## config.mk

```make
export PLATFORM = sky130hd
export DESIGN_NAME = text_null_strip_crlf_normalizer_top
export DESIGN_NICKNAME = d
export VERILOG_FILES = /design/src/rtl/core/tncrlf_pkg.sv /design/src/rtl/core/tncrlf_front.sv /design/src/rtl/core/tncrlf_queue.sv /design/src/rtl/core/tncrlf_back.sv /design/src/rtl/core/text_null_strip_crlf_normalizer_top.sv
export SDC_FILE = /design/constraint.sdc
export NUM_CORES = 1
export LEC_CHECK = 0
export ABC_AREA = 1
export BUFFER_PORTS_ARGS = -buffer_cell sky130_fd_sc_hd__buf_2
export CORE_ASPECT_RATIO = 0.75
export CORE_UTILIZATION = 53
export CTS_CLUSTER_SIZE = 30
export DETAILED_ROUTE_END_ITERATION = 8
export PLACE_DENSITY = 0.83
export SLEW_MARGIN = 20
export SYNTH_ARGS = -nofsm -noshare
export SYNTH_HDL_FRONTEND = slang
export SYNTH_SLANG_ARGS = --single-unit
```

## constraint.sdc

```tcl
create_clock -name clk -period 4.45 [get_ports clk]
set_clock_uncertainty 0.2 [all_clocks]
set_input_delay 0.6675 -clock clk [delete_from_list [all_inputs] [get_ports clk]]
set_output_delay 0.6675 -clock clk [all_outputs]
set_load 0.02 [all_outputs]
```

## src/rtl/core/tncrlf_pkg.sv

```systemverilog
// ============================================================================
// tncrlf_pkg: shared types and constants of the line-ending normalizer
// Beat layouts, byte classes and length helpers used by every module.
// ============================================================================
package tncrlf_pkg;

  localparam int LENGTH_BITS = 24;
  localparam int FIELD_BITS  = 24;
  localparam int CMP_BITS    = (LENGTH_BITS > FIELD_BITS) ? LENGTH_BITS : FIELD_BITS;

  localparam logic [FIELD_BITS-1:0]  FIELD_MAX     = {FIELD_BITS{1'b1}};
  localparam logic [LENGTH_BITS-1:0] COUNT_MAX     = {LENGTH_BITS{1'b1}};
  localparam logic [FIELD_BITS-1:0]  MAX_OUT_RESET = 24'h100000;

  localparam logic [7:0] CH_CR  = 8'h0D;
  localparam logic [7:0] CH_LF  = 8'h0A;
  localparam logic [7:0] CH_NUL = 8'h00;

  // Configuration map: three address bits, register index in bit 2.
  localparam int          PADDR_BITS      = 3;
  localparam logic [0:0]  REG_MAX_OUT_IDX = 1'b0;

  typedef enum logic [1:0] {
    KIND_OTHER = 2'd0,
    KIND_NUL   = 2'd1,
    KIND_CR    = 2'd2,
    KIND_LF    = 2'd3
  } kind_t;

  typedef struct packed {
    logic [7:0] in_byte;
    logic       is_last;
  } in_beat_t;

  typedef struct packed {
    logic [7:0]            out_byte;
    logic                  out_valid;
    logic                  done_res;
    logic                  truncated;
    logic [1:0]            change_count;
    logic [FIELD_BITS-1:0] raw_length;
    logic [FIELD_BITS-1:0] cleaned_length;
  } out_beat_t;

  typedef struct packed {
    logic [7:0] data;
    kind_t      kind;
    logic       last;
  } item_t;

  function automatic logic [LENGTH_BITS-1:0] sat_inc(input logic [LENGTH_BITS-1:0] v);
    return (v == COUNT_MAX) ? v : v + LENGTH_BITS'(1);
  endfunction

  function automatic logic [FIELD_BITS-1:0] clamp_field(input logic [LENGTH_BITS-1:0] v);
    logic [CMP_BITS-1:0] w;
    w = CMP_BITS'(v);
    return (w > CMP_BITS'(FIELD_MAX)) ? FIELD_MAX : w[FIELD_BITS-1:0];
  endfunction

endpackage

```

## src/rtl/core/tncrlf_front.sv

```systemverilog
// ============================================================================
// tncrlf_front: input side of the normalizer
// Accepts input beats and tags each byte with its class for the back end.
// ============================================================================
module tncrlf_front (
  input  logic                 push,
  output logic                 full,
  input  tncrlf_pkg::in_beat_t in_data,
  input  logic                 q_full,
  output logic                 q_push,
  output tncrlf_pkg::item_t    q_item
);

  tncrlf_pkg::kind_t kind;

  always_comb begin
    case (in_data.in_byte)
      tncrlf_pkg::CH_NUL: kind = tncrlf_pkg::KIND_NUL;
      tncrlf_pkg::CH_CR:  kind = tncrlf_pkg::KIND_CR;
      tncrlf_pkg::CH_LF:  kind = tncrlf_pkg::KIND_LF;
      default:            kind = tncrlf_pkg::KIND_OTHER;
    endcase
  end

  assign full        = q_full;
  assign q_push      = push && !q_full;
  assign q_item.data = in_data.in_byte;
  assign q_item.kind = kind;
  assign q_item.last = in_data.is_last;

endmodule

```

## src/rtl/core/tncrlf_queue.sv

```systemverilog
// ============================================================================
// tncrlf_queue: two-entry queue of classified bytes
// Decouples the front end from the back end so each can stall on its own.
// ============================================================================
module tncrlf_queue (
  input  logic              clk,
  input  logic              rst,
  input  logic              wr_en,
  input  tncrlf_pkg::item_t wr_item,
  output logic              full,
  input  logic              rd_en,
  output tncrlf_pkg::item_t rd_item,
  output logic              empty
);

  tncrlf_pkg::item_t entries [2];
  logic       wr_ptr;
  logic       rd_ptr;
  logic [1:0] count;

  assign full    = (count == 2'd2);
  assign empty   = (count == 2'd0);
  assign rd_item = entries[rd_ptr];

  always_ff @(posedge clk) begin
    if (wr_en) begin
      entries[wr_ptr] <= wr_item;
    end
  end

  always_ff @(posedge clk) begin
    if (rst) begin
      wr_ptr <= 1'b0;
      rd_ptr <= 1'b0;
      count  <= 2'd0;
    end else begin
      if (wr_en) begin
        wr_ptr <= ~wr_ptr;
      end
      if (rd_en) begin
        rd_ptr <= ~rd_ptr;
      end
      case ({wr_en, rd_en})
        2'b10:   count <= count + 2'd1;
        2'b01:   count <= count - 2'd1;
        default: count <= count;
      endcase
    end
  end

endmodule

```

## src/rtl/core/tncrlf_back.sv

```systemverilog
// ============================================================================
// tncrlf_back: string state and result buffer of the normalizer
// Applies CR/LF folding, null dropping and the output limit, then buffers
// result beats in a two-entry queue toward the consumer.
// ============================================================================
module tncrlf_back (
  input  logic                                  clk,
  input  logic                                  rst,
  input  logic [tncrlf_pkg::FIELD_BITS-1:0]     max_out_bytes,
  input  logic                                  q_empty,
  input  tncrlf_pkg::item_t                     q_item,
  output logic                                  q_pop,
  output logic                                  empty,
  input  logic                                  pop,
  output tncrlf_pkg::out_beat_t                 out_data
);

  // String state.
  logic                               pending_cr;
  logic                               saw_null;
  logic                               saw_crlf;
  logic                               saw_overflow;
  logic [tncrlf_pkg::LENGTH_BITS-1:0] input_count;
  logic [tncrlf_pkg::LENGTH_BITS-1:0] output_count;

  logic                               pending_cr_next;
  logic                               saw_null_next;
  logic                               saw_crlf_next;
  logic                               saw_overflow_next;
  logic [tncrlf_pkg::LENGTH_BITS-1:0] input_count_next;
  logic [tncrlf_pkg::LENGTH_BITS-1:0] output_count_next;

  logic                  want;
  logic [7:0]            emit;
  logic                  room;
  tncrlf_pkg::out_beat_t res;

  // Result queue.
  tncrlf_pkg::out_beat_t res_q [2];
  logic       wr_ptr;
  logic       rd_ptr;
  logic [1:0] count;
  logic       res_full;
  logic       res_pop;

  assign res_full = (count == 2'd2);
  assign empty    = (count == 2'd0);
  assign res_pop  = pop && !empty;
  assign q_pop    = !q_empty && !res_full;
  assign out_data = res_q[rd_ptr];

  assign room = tncrlf_pkg::CMP_BITS'(output_count) < tncrlf_pkg::CMP_BITS'(max_out_bytes);

  always_comb begin
    pending_cr_next   = pending_cr;
    saw_null_next     = saw_null;
    saw_crlf_next     = saw_crlf;
    saw_overflow_next = saw_overflow;
    input_count_next  = tncrlf_pkg::sat_inc(input_count);
    output_count_next = output_count;
    want              = 1'b0;
    emit              = q_item.data;

    case (q_item.kind)
      tncrlf_pkg::KIND_NUL: begin
        saw_null_next = 1'b1;
      end
      tncrlf_pkg::KIND_CR: begin
        want            = 1'b1;
        emit            = tncrlf_pkg::CH_LF;
        pending_cr_next = 1'b1;
      end
      tncrlf_pkg::KIND_LF: begin
        if (pending_cr) begin
          saw_crlf_next = 1'b1;
        end else begin
          want = 1'b1;
        end
        pending_cr_next = 1'b0;
      end
      default: begin
        want            = 1'b1;
        pending_cr_next = 1'b0;
      end
    endcase

    res = '0;
    if (want) begin
      if (room) begin
        res.out_valid     = 1'b1;
        res.out_byte      = emit;
        output_count_next = tncrlf_pkg::sat_inc(output_count);
      end else begin
        saw_overflow_next = 1'b1;
      end
    end

    if (q_item.last) begin
      res.done_res        = 1'b1;
      res.truncated       = saw_overflow_next;
      res.change_count    = 2'({1'b0, saw_null_next} + {1'b0, saw_crlf_next}
                                + {1'b0, saw_overflow_next});
      res.raw_length      = tncrlf_pkg::clamp_field(input_count_next);
      res.cleaned_length  = tncrlf_pkg::clamp_field(output_count_next);
      pending_cr_next     = 1'b0;
      saw_null_next       = 1'b0;
      saw_crlf_next       = 1'b0;
      saw_overflow_next   = 1'b0;
      input_count_next    = '0;
      output_count_next   = '0;
    end
  end

  always_ff @(posedge clk) begin
    if (rst) begin
      pending_cr   <= 1'b0;
      saw_null     <= 1'b0;
      saw_crlf     <= 1'b0;
      saw_overflow <= 1'b0;
      input_count  <= '0;
      output_count <= '0;
    end else if (q_pop) begin
      pending_cr   <= pending_cr_next;
      saw_null     <= saw_null_next;
      saw_crlf     <= saw_crlf_next;
      saw_overflow <= saw_overflow_next;
      input_count  <= input_count_next;
      output_count <= output_count_next;
    end
  end

  always_ff @(posedge clk) begin
    if (q_pop) begin
      res_q[wr_ptr] <= res;
    end
  end

  always_ff @(posedge clk) begin
    if (rst) begin
      wr_ptr <= 1'b0;
      rd_ptr <= 1'b0;
      count  <= 2'd0;
    end else begin
      if (q_pop) begin
        wr_ptr <= ~wr_ptr;
      end
      if (res_pop) begin
        rd_ptr <= ~rd_ptr;
      end
      case ({q_pop, res_pop})
        2'b10:   count <= count + 2'd1;
        2'b01:   count <= count - 2'd1;
        default: count <= count;
      endcase
    end
  end

endmodule

```

## src/rtl/core/text_null_strip_crlf_normalizer_top.sv

```systemverilog
// ============================================================================
// text_null_strip_crlf_normalizer_top: text line-ending normalizer
// Drops zero bytes, folds CR and CRLF into LF, limits the output length and
// reports a per-string summary on the beat of the last byte.
// ============================================================================
//
//   Channel   Handshake              Payload
//   --------  ---------------------  ------------------------------------
//   input     push / full            in_data  (in_byte, is_last)
//   result    empty / pop            out_data (byte, valid, summary)
//   config    psel/penable/pwrite    paddr, pwdata, prdata, pready
//
// One byte enters per cycle while full is low, and one result beat leaves
// per cycle while empty is low. A byte passes through the classified-byte
// queue and then the result queue before its result is visible on out_data.
// The back end updates the CR flag and the length counters for every byte
// it pops from the byte queue. Reset (rst, synchronous) empties both queues,
// clears the string state and loads max_out_bytes with 1048576. When the
// consumer stalls, the result queue fills, the back end stops, and full rises
// once the byte queue holds two entries.
//
module text_null_strip_crlf_normalizer_top (
  input  logic                                 clk,
  input  logic                                 rst,
  input  logic                                 push,
  output logic                                 full,
  input  tncrlf_pkg::in_beat_t                 in_data,
  output logic                                 empty,
  input  logic                                 pop,
  output tncrlf_pkg::out_beat_t                out_data,
  input  logic                                 psel,
  input  logic                                 penable,
  input  logic                                 pwrite,
  input  logic [tncrlf_pkg::PADDR_BITS-1:0]    paddr,
  input  logic [31:0]                          pwdata,
  output logic [31:0]                          prdata,
  output logic                                 pready
);

  // Configuration register. Bit 2 of the address selects the register; the
  // byte offset bits are ignored.
  logic [tncrlf_pkg::FIELD_BITS-1:0] max_out_bytes;
  logic                              cfg_wr;
  logic                              reg_hit;

  assign pready  = 1'b1;
  assign reg_hit = (paddr[2] == tncrlf_pkg::REG_MAX_OUT_IDX);
  assign cfg_wr  = psel && penable && pwrite && reg_hit;
  assign prdata  = reg_hit ? 32'(max_out_bytes) : 32'd0;

  always_ff @(posedge clk) begin
    if (rst) begin
      max_out_bytes <= tncrlf_pkg::MAX_OUT_RESET;
    end else if (cfg_wr) begin
      max_out_bytes <= pwdata[tncrlf_pkg::FIELD_BITS-1:0];
    end
  end

  // Front end: classify each accepted byte and hand it to the queue.
  logic              q_full;
  logic              q_push;
  tncrlf_pkg::item_t q_wr_item;
  logic              q_pop;
  logic              q_empty;
  tncrlf_pkg::item_t q_rd_item;

  tncrlf_front u_front (
    .push    (push),
    .full    (full),
    .in_data (in_data),
    .q_full  (q_full),
    .q_push  (q_push),
    .q_item  (q_wr_item)
  );

  tncrlf_queue u_queue (
    .clk     (clk),
    .rst     (rst),
    .wr_en   (q_push),
    .wr_item (q_wr_item),
    .full    (q_full),
    .rd_en   (q_pop),
    .rd_item (q_rd_item),
    .empty   (q_empty)
  );

  // Back end: per-string state and the result queue toward the consumer.
  tncrlf_back u_back (
    .clk           (clk),
    .rst           (rst),
    .max_out_bytes (max_out_bytes),
    .q_empty       (q_empty),
    .q_item        (q_rd_item),
    .q_pop         (q_pop),
    .empty         (empty),
    .pop           (pop),
    .out_data      (out_data)
  );

endmodule
```

==> summary.md <==
| Metric | Value |
|---|---|
| Pre-CTS WS | `1.25 ns` |
| Reg2Reg Depth | `9` |
| Ys Warns | `0` |
| Starting Density | `0.547` |
| Setup TNS | `0 ns` |
| Maximum VDD drop | `0.349 mV` |
| Placed Cells | `1611` |
| Worst setup SP type | `register` |
| Synth unique cells | `40` |
| Run status | `finished clean` |
| H-Tree Level Count | `1` |
| Reg-to-reg slack, setup | `1.19 ns` |
| Vias in the first global route | `8364` |
| CTS sink cnt | `230` |
| Placer Congestion | `0.954` |
| PwrDens | `589 mW/mm^2` |
| WP data required | `4.59 ns` |
| Post-CTS Hold Buffers | `0` |
| First DRT Iteration DRCs | `632` |
| Slew headroom | `0.357` |
| Post-Layout Cell Count | `1653` |
| Min-delay src | `in_data[0]` |
| # setup viols final | `0` |
| I/O pins | `147` |
| CTS tree | `built` |
| FP Rows | `45` |
| Final min period | `3.26 ns` |
| #FFs+latches synth | `230` |
| Hold path endpoint | `u_queue.entries[0][0]` |
| Max Transition Viols Final | `0` |
| Synthesized instance count | `1241` |
| First-pass GRT wire length | `40700 um` |
| Global Route Usage Sum | `0.234` |
| Die Y | `128 um` |
| Worst hold stages | `1` |
| Die area | `0.0218 sq mm` |
| DR pass1 iterations | `5` |
| Data arrival time of the worst path | `3.40 ns` |
| Seq/Total Area, Yosys | `0.539` |
| Total congestion overflow | `0` |
| Final period utilization | `0.732` |
| Fmax | `307 MHz` |
| Ant diodes | `0` |
| Clock tree buffer depth | `3` |
| Syn avg cell area | `9.04 sq um` |
| Layout overhead on the synthesized area | `14.3%` |
| CTS resizes | `0` |
| Ratio of cells with drive above 1 in the final layout | `0.186` |
| Clock latency on the worst-skew pair | `0.51 ns` |
| Setup CP Type | `reg -> reg` |
| Initial antenna violation count | `0` |
| Post-DRT Antenna Nets | `0` |
| DR WL/cell | `15.4 um` |
| Final #Nets | `1433` |
| Setup ws final | `1.19 ns` |
| CP endpoint kind | `register` |
| Setup bufs post-CTS | `0` |
| Clk pin slew, worst setup/hold paths | `0.06 ns` |
| Mapped cell area | `0.0112 sq mm` |
| Via count | `8876` |
| DR DRC count | `0` |
| CORE AREA | `0.0205 sq mm` |
| Least-Margin Pin Slew | `0.959 ns` |
| Root Buffer | `clkbuf_16` |
| Worst r2r dst | `u_back.res_q[1][57]` |
| Unrepaired setup endpoints after global routing | `false` |
| Leak | `5.12 nW` |
| Largest net degree at the start of global routing | `62` |
| CTS Buf Count | `23` |
| DRT Wirelength | `25400 um` |
| DR vias/cell | `5.37` |
| HP Class | `in -> reg` |
| Final Hold Vio Count | `0` |
| Die Span X | `170 um` |
| Peak fanout along the critical path | `17` |
| Port Buffers | `127` |
| Max Cap Viol | `0` |
| Post-DP HPWL | `17000 um` |
## cells by family (layout without fill, tap and decap cells)
| kind of cell | Yosys count | count (layout) | share of synthesized area |
|---|---|---|---|
| AND/OR/NAND/NOR | 539 | 539 | 0.198 |
| flip-flops | 230 | 230 | 0.539 |
| AO/OA/AOI/OAI | 182 | 182 | 0.0857 |
| buffers and inverters | 173 | 296 | 0.0629 |
| multiplexers | 61 | 61 | 0.0612 |
| adder cells (fa/ha/maj) | 28 | 28 | 0.0319 |
| XOR/XNOR | 26 | 26 | 0.0203 |
| other | 2 | 9 | 0.000669 |
## worst max-delay path by stage
stage,start,to,slack [ns],cells after the start
after floorplan,u_queue.count[0],u_back.res_q[0][0],0.24,4
after global placement,register,u_back.res_q[0][53],1.33,9
after detailed placement,register,u_back.res_q[1][57],1.25,9
after CTS,register,u_back.res_q[1][57],1.19,9
after global routing,register,u_back.res_q[1][57],0.98,9
final,register,u_back.res_q[1][57],1.19,9
## critical path, cell delays in order (launching register included)
cell     delay [ns]
dfxtp_1        0.67
inv_2          0.23
or2_1          0.27
o21ai_2        0.13
inv_2          0.10
o21ai_4        0.22
inv_2          0.24
nor2_4         0.44
o21ai_1        0.32
a21oi_1        0.26
## cells in the mapped netlist
cell type  instances  area [sq um]
o21ai_4            1          16.3
o21ai_2            3          26.3
fa_1               1          20.0
nor2_1           139           522
mux2_2            61           687
nand3_1           55           275
o22ai_1            1          6.26
conb_1             2          7.51
buf_2              9          45.0
nand2_1          292          1100
buf_6              1          11.3
o211ai_1           1          7.51
buf_4             10          75.1
buf_1              2          7.51
a21oi_2            1          8.76
nor2_4             2          22.5
clkbuf_1          37           139
ha_1              27           338
nor3_1            15          75.1
or2_1              3          18.8
o21bai_1           4          30.0
xnor2_1            4          35.0
nand4_1           18           113
o21ai_1            1          5.00
or2_2              3          18.8
clkinv_1           1          3.75
a21oi_1          125           626
a22oi_1            2          15.0
nand3_2            1          10.0
nor4_1             3          18.8
xor2_1            22           193
edfxtp_1         144          4320
and3_1             2          12.5
a31oi_1            1          6.26
inv_1            108           405
o21ai_0           40           200
nand3b_1           6          45.0
a21o_1             2          15.0
inv_2              5          18.8
dfxtp_1           86          1720
## state kept, by name (all words and copies together), names as in the netlist, 2 cells and up, named ones only
signal and cells:
u_back.count 2, u_back.output_count 24, max_out_bytes 24, u_back.input_count 24
u_queue.count 2, u_queue.entries 22, u_back.res_q 122
## layer usage
layer  routed length [um]  vias to the layer above  global-route usage
li1                     -                     4361                   -
met1                11500                     4152               0.319
met2                11600                      311               0.387
met3                 1710                       52              0.0340
met4                  597                        0              0.0721
met5                    0                        -                   0
## per-stage QoR
stage          total power [W]  hold slack (ns)   util  instance area [sq um]
5_1_grt                0.00794            0.142  0.626                  12800
6_report               0.00755            0.155  0.626                  12800
2_1_floorplan          0.00491            0.226      -                  11200
3_5_place_dp           0.00568            0.247  0.590                  12100
4_1_cts                0.00759            0.139  0.626                  12800
3_3_place_gp           0.00560            0.226  0.590                  12100
## cell type report
| cell class | count | area (sq um) |
|---|---|---|
| well taps | 282 | 353 |
| multi-input cells | 845 | 4530 |
| repair buffers | 140 | 733 |
| clock buffers | 30 | 622 |
| clock inverters | 12 | 113 |
| fillers | 1745 | 7670 |
| flip-flops and latches | 230 | 6050 |
| inverters | 114 | 428 |
## cells in the final DEF (no fill, tap or decap), types with 18 or more instances in the layout
| cell type | count |
|---|---|
| nand2_1 | 292 |
| nand3_1 | 55 |
| clkbuf_16 | 23 |
| a21oi_1 | 125 |
| o21ai_0 | 40 |
| edfxtp_1 | 144 |
| ha_1 | 27 |
| nor2_1 | 137 |
| dfxtp_1 | 85 |
| nand4_1 | 18 |
| mux2_2 | 61 |
| xor2_1 | 22 |
| inv_1 | 108 |
| buf_2 | 127 |
## power breakdown
part | internal [W] | leakage [nW] | switching, W | total, W
combinational | 0.000822 | 2.70 | 0.00173 | 0.00255
sequential | 0.00291 | 2.06 | 0.000194 | 0.00310
clock | 0.00110 | 0.361 | 0.000795 | 0.00190
total | 0.00483 | 5.12 | 0.00272 | 0.00755
Note: power is estimated with default switching activity, not from simulation.
